[config.mk]
export PLATFORM = sky130hd
export DESIGN_NAME = bhpq_front
export DESIGN_NICKNAME = d
export VERILOG_FILES = /design/src/rtl/bhpq_pkg.sv /design/src/rtl/bhpq_front.sv
export SDC_FILE = /design/constraint.sdc
export NUM_CORES = 1
export LEC_CHECK = 0
export BUFFER_PORTS_ARGS = -buffer_cell sky130_fd_sc_hd__buf_4
export CAP_MARGIN = 20
export CORE_ASPECT_RATIO = 2
export CORE_MARGIN = 4
export CORE_UTILIZATION = 55
export CTS_BUF_LIST = sky130_fd_sc_hd__clkbuf_4 sky130_fd_sc_hd__clkbuf_8 sky130_fd_sc_hd__clkbuf_16
export CTS_CLUSTER_DIAMETER = 50
export DETAILED_ROUTE_END_ITERATION = 10
export HOLD_SLACK_MARGIN = 0.05
export PLACE_DENSITY = 0.86
export RECOVER_POWER = 25
export SETUP_SLACK_MARGIN = 0.1
export SLEW_MARGIN = 15
export SYNTH_ARGS = -nofsm -noshare
export SYNTH_HDL_FRONTEND = slang
export SYNTH_SLANG_ARGS = --single-unit
export TNS_END_PERCENT = 20
[constraint.sdc]
create_clock -name clk -period 4 [get_ports clk]
set_input_delay 0 -clock clk [delete_from_list [all_inputs] [get_ports clk]]
set_output_delay 0 -clock clk [all_outputs]
set_load 0.03 [all_outputs]
[src/rtl/bhpq_pkg.sv]
// shared types and constants of the binary heap priority queue
package bhpq_pkg;

  localparam logic [1:0] OP_PUSH = 2'd0;
  localparam logic [1:0] OP_POP  = 2'd1;
  localparam logic [1:0] OP_PEEK = 2'd2;

  localparam logic [1:0] ST_OK    = 2'd0;
  localparam logic [1:0] ST_EMPTY = 2'd1;
  localparam logic [1:0] ST_FULL  = 2'd2;

  localparam int OP_W     = 2;
  localparam int STATUS_W = 2;
  localparam int TOP_W    = 32;

  typedef enum logic [1:0] {
    CMD_PUSH,
    CMD_POP,
    CMD_PEEK
  } cmd_t;

  typedef enum logic [3:0] {
    S_IDLE,
    S_UP_RD,
    S_UP_WAIT,
    S_UP_CMP,
    S_DN_RD,
    S_DN_WAIT,
    S_DN_CMP,
    S_DN_WR,
    S_ROOT_RD,
    S_ROOT_WAIT,
    S_OUT
  } state_t;

endpackage

[src/rtl/bhpq_front.sv]
// input front: decodes ops into a two-entry command queue
module bhpq_front #(
  parameter int KEY_WIDTH = 32
) (
  input  logic                 clk,
  input  logic                 rst_n,
  input  logic                 in_tvalid,
  output logic                 in_tready,
  input  logic [39:0]          in_tdata,
  output logic                 cmd_valid,
  input  logic                 cmd_ready,
  output bhpq_pkg::cmd_t       cmd_kind,
  output logic [KEY_WIDTH-1:0] cmd_key
);

  typedef struct packed {
    bhpq_pkg::cmd_t       kind;
    logic [KEY_WIDTH-1:0] key;
  } entry_t;

  entry_t     q_r [2];
  logic [1:0] cnt_r;
  logic       rd_r, wr_r;
  entry_t     dec;
  logic       push_q, pop_q;

  always_comb begin
    case (in_tdata[1:0])
      bhpq_pkg::OP_PUSH: dec.kind = bhpq_pkg::CMD_PUSH;
      bhpq_pkg::OP_POP:  dec.kind = bhpq_pkg::CMD_POP;
      default:           dec.kind = bhpq_pkg::CMD_PEEK;
    endcase
    dec.key = in_tdata[2 +: KEY_WIDTH];
  end

  assign in_tready = (cnt_r != 2'd2);
  assign push_q    = in_tvalid && in_tready;
  assign cmd_valid = (cnt_r != 2'd0);
  assign pop_q     = cmd_valid && cmd_ready;
  assign cmd_kind  = q_r[rd_r].kind;
  assign cmd_key   = q_r[rd_r].key;

  always_ff @(posedge clk) begin
    if (push_q) begin
      q_r[wr_r] <= dec;
    end
    if (!rst_n) begin
      cnt_r <= 2'd0;
      rd_r  <= 1'b0;
      wr_r  <= 1'b0;
    end else begin
      if (push_q) wr_r <= ~wr_r;
      if (pop_q)  rd_r <= ~rd_r;
      cnt_r <= cnt_r + {1'b0, push_q} - {1'b0, pop_q};
    end
  end

endmodule

==> summary by stage <==
Status
The flow ran to the end, and the final reports show no timing, DRC or antenna violations.

Logic synthesis
Summing every instance area after synthesis gives between 2000 and 3000 sq um. The number of different library cells in the post-synthesis netlist is 26. After technology mapping, the gate count stands at between 100 and 150. The average instance in the mapped netlist occupies around 20 sq um.

Synthesis produced a netlist with a net count of 182. Yosys printed 0 warnings. Counting flops and latches in the post-synthesis netlist gives 73. Of the synthesized area, sequential elements account for 0.7828.

Global route
The global routing's busiest layer is met2. The met2 track utilization from global routing is 0.3633. The largest net degree at the start of global routing is 19.

The global-route wire length before repair is 8756 microns. The via count of the first global-routing pass was ~1800. The global-route usage over all layers is 0.1978.

After global routing the overflow that remains totals 0. For this run, global-route usage on met1 was measured as 0.2015. The initial antenna violation count is 0.

In the global route stage, met3 resource usage came out at 0.05882.

CTS
TritonCTS built the clock tree. In this run the clock root is driven by a sky130_fd_sc_hd__clkbuf_8. The number of setup buffers added after CTS is 0. The later pin in the worst-skew pair is clocked with a latency of roughly 0.34 ns.

In this run the deepest clock path goes through 2 buffers. The number of gates resized after CTS is 0. The H-tree generated during clock tree synthesis spans 3 levels. The number of clock buffers inserted by TritonCTS is 9. For this design, the sink count on the clock tree is between 70 and 80.

The hold buffer count at CTS is 37. The clock-pin slew on the worst setup and hold paths is roughly 0.070 ns.

Critical path
Data on the critical path is required at its endpoint by roughly 4 ns. The worst setup path is launched from a flop. STA classifies the critical path endpoint as a flop. The path type of the worst setup path is reg -> reg. STA puts the critical path data arrival time at between 2 and 2.5 ns. The largest fanout of any net on the critical path is 18.

Detailed routing
The number of design-rule violations left by the first detailed-router iteration is between 40 and 50. The number of nets with antenna violations after detailed routing is 0. Dividing the detail-routed via count by the number of cells gives a little over 5. In the routed design, unresolved DRC markers number 0. The wire length per cell after detailed routing is 18.18 microns. The routed via count is ~1600.

The iteration count of the initial detailed-routing pass is 4. The final wirelength is ~5800 microns.

Power
For this design the ratio of total power to cell area is about 570 nW/um^2. Total power for the finished layout comes to 2207 uW. The analysis attributes to cell leakage a power of 0.001482 uW.

The peak supply drop is 448.4 uV.

Floorplanning
During I/O placement, the number of pins put on the boundary was 80. The starting utilization of the core area is 0.5625. The floorplan die width is around 58 microns.

The die area is a little over 6000 sq um. The vertical extent of the die is between 100 and 150 microns. The floorplan step defined a core boundary enclosing about 4900 sq um.

The number of core rows is 36.

Layout
The antenna cell count is 0. In the final layout, the share of cells above drive strength 1 is 0.4559. The total number of nets in the final design is roughly 300.

The most frequent standard cell in the layout excluding fill and tap cells is sky130_fd_sc_hd__edfxtp_1. Fill cells in the final layout number about 280. The library cells used most frequently in the layout, excluding fill and tap cells, are sky130_fd_sc_hd__edfxtp_1, sky130_fd_sc_hd__buf_4, sky130_fd_sc_hd__dlygate4sd3_1.

The final core area utilization is 0.8014. The synthesis-to-finish area growth is 42.48%.

STA
The final max-slew violation count is 0. The setup-violating endpoint count in the final report is 0. The worst clock skew is between 0.01 and 0.015 ns.

The total count of hold-check failures in the final report came to 0. The maximum achievable frequency is 470.1 MHz. Across all setup checks in the final design, the least slack found is 1.873 ns. The worst path in the final design needs a cycle of between 2 and 2.5 ns, including I/O delays and setup. The worst hold slack across all endpoints is between 0.4 and 0.5 ns. Setup repair after global routing left no endpoint under its margin. The final period utilization is 0.5318. In this run the tightest slew margin relative to its limit is 0.4400.

The pin slew with the least headroom to its limit is ~0.84 ns. In the final timing run, aggregate negative setup slack is 0 ns.

Min path
The path class of the lowest-slack min-delay path is in -> reg.

Placement
During placement, the flow inserted port buffers numbering 73. OpenSTA, run right after detailed placement, puts the worst setup slack at ~1.9 ns. The HPWL after detailed placement is about 3500 microns. The routability congestion estimate is 0.7437.

Flow run
The tool flagged a number of max-cap violations equal to 0.
==> layout make-up <==
class	instances	area, sq um	share of cell area
Sequential cell	73	2142	0.5494
Inverter	1	3.754	0.0009628
Multi-Input combinational cell	58	548.0	0.1406
Tap cell	57	71.32	0.01829
Clock buffer	12	158.9	0.04076
Clock inverter	4	52.55	0.01348
Timing Repair Buffer	113	922.1	0.2365
==> metal layers <==
layer / vias to the layer above / wire [microns]
met1: 803 / 1934
met5: - / 0
met3: 10 / 291
met4: 0 / 120
met2: 54 / 3435
li1: 767 / -
==> report_power, final <==
group	total [uW]	switching, uW	internal [uW]
registers	978	48.3	930
clock network	586	257	329
logic	643	361	282
==> synthesized netlist by cell type <==
cell	instances	area, sq um
sky130_fd_sc_hd__and3_1	1	6.260
sky130_fd_sc_hd__ha_1	1	12.51
sky130_fd_sc_hd__o21ai_1	1	5.000
sky130_fd_sc_hd__edfxtp_1	68	2042
sky130_fd_sc_hd__a211oi_1	1	7.510
sky130_fd_sc_hd__a32oi_1	1	8.760
sky130_fd_sc_hd__or2_2	1	6.260
sky130_fd_sc_hd__a21boi_1	1	7.510
sky130_fd_sc_hd__nand2_1	1	3.750
sky130_fd_sc_hd__nand2b_1	2	12.51
sky130_fd_sc_hd__and2_1	3	18.77
sky130_fd_sc_hd__mux2_2	31	349.1
sky130_fd_sc_hd__buf_2	1	5.000
sky130_fd_sc_hd__xnor2_1	1	8.760
sky130_fd_sc_hd__o21ai_0	1	5.000
sky130_fd_sc_hd__nor2b_1	2	12.51
sky130_fd_sc_hd__mux2i_1	1	10.01
sky130_fd_sc_hd__buf_6	3	33.78
sky130_fd_sc_hd__mux2_1	3	33.78
sky130_fd_sc_hd__dfxtp_1	5	100.1
sky130_fd_sc_hd__a21bo_1	2	20.02
sky130_fd_sc_hd__nand3b_1	1	7.510
sky130_fd_sc_hd__inv_1	1	3.750
sky130_fd_sc_hd__nand3_1	1	5.000
sky130_fd_sc_hd__nor2_1	2	7.510
sky130_fd_sc_hd__clkbuf_1	1	3.750
==> kinds of logic (layout without fill, tap and decap cells) <==
family	after synthesis	in the layout	share of synthesized area
mux	35	35	0.1436
buf+inv	6	130	0.01691
simple gates	14	14	0.02927
compound gates	7	7	0.01966
xor+xnor	1	1	0.003201
fa+ha+maj	1	1	0.004572
flops	73	73	0.7828
==> registers in the layout (all words and copies together), names as in the netlist, named ones only <==
signal  count
rd_r        1
cnt_r       2
wr_r        1
q_r        68
==> final timing paths <==
path	from	to	slack (ns)	cells after the start
min	in_tdata[17]	q_r[0][15]$_DFFE_PP_	0.41	2
max	cnt_r[0]$_SDFF_PN0_	q_r[1][0]$_DFFE_PP_	1.87	3
min reg2reg	rd_r$_SDFFE_PN0P_	flop	0.59	2
max reg2reg	cnt_r[0]$_SDFF_PN0_	q_r[1][0]$_DFFE_PP_	1.87	3
==> critical path, stage by stage, from the launching register on <==
cell and delay, ns:
sky130_fd_sc_hd__dfxtp_1 0.47, sky130_fd_sc_hd__nand2b_1 0.21, sky130_fd_sc_hd__and3_1 0.73, sky130_fd_sc_hd__buf_4 0.39
==> metrics by stage <==
stage | cells | area [sq um]
floorplan | 137 | 2736
global placement | 265 | 3336
detailed placement | 265 | 3336
CTS | 318 | 3918
global route | 318 | 3899
finish | 318 | 3899
No activity file was read; power rests on OpenSTA's default activity.
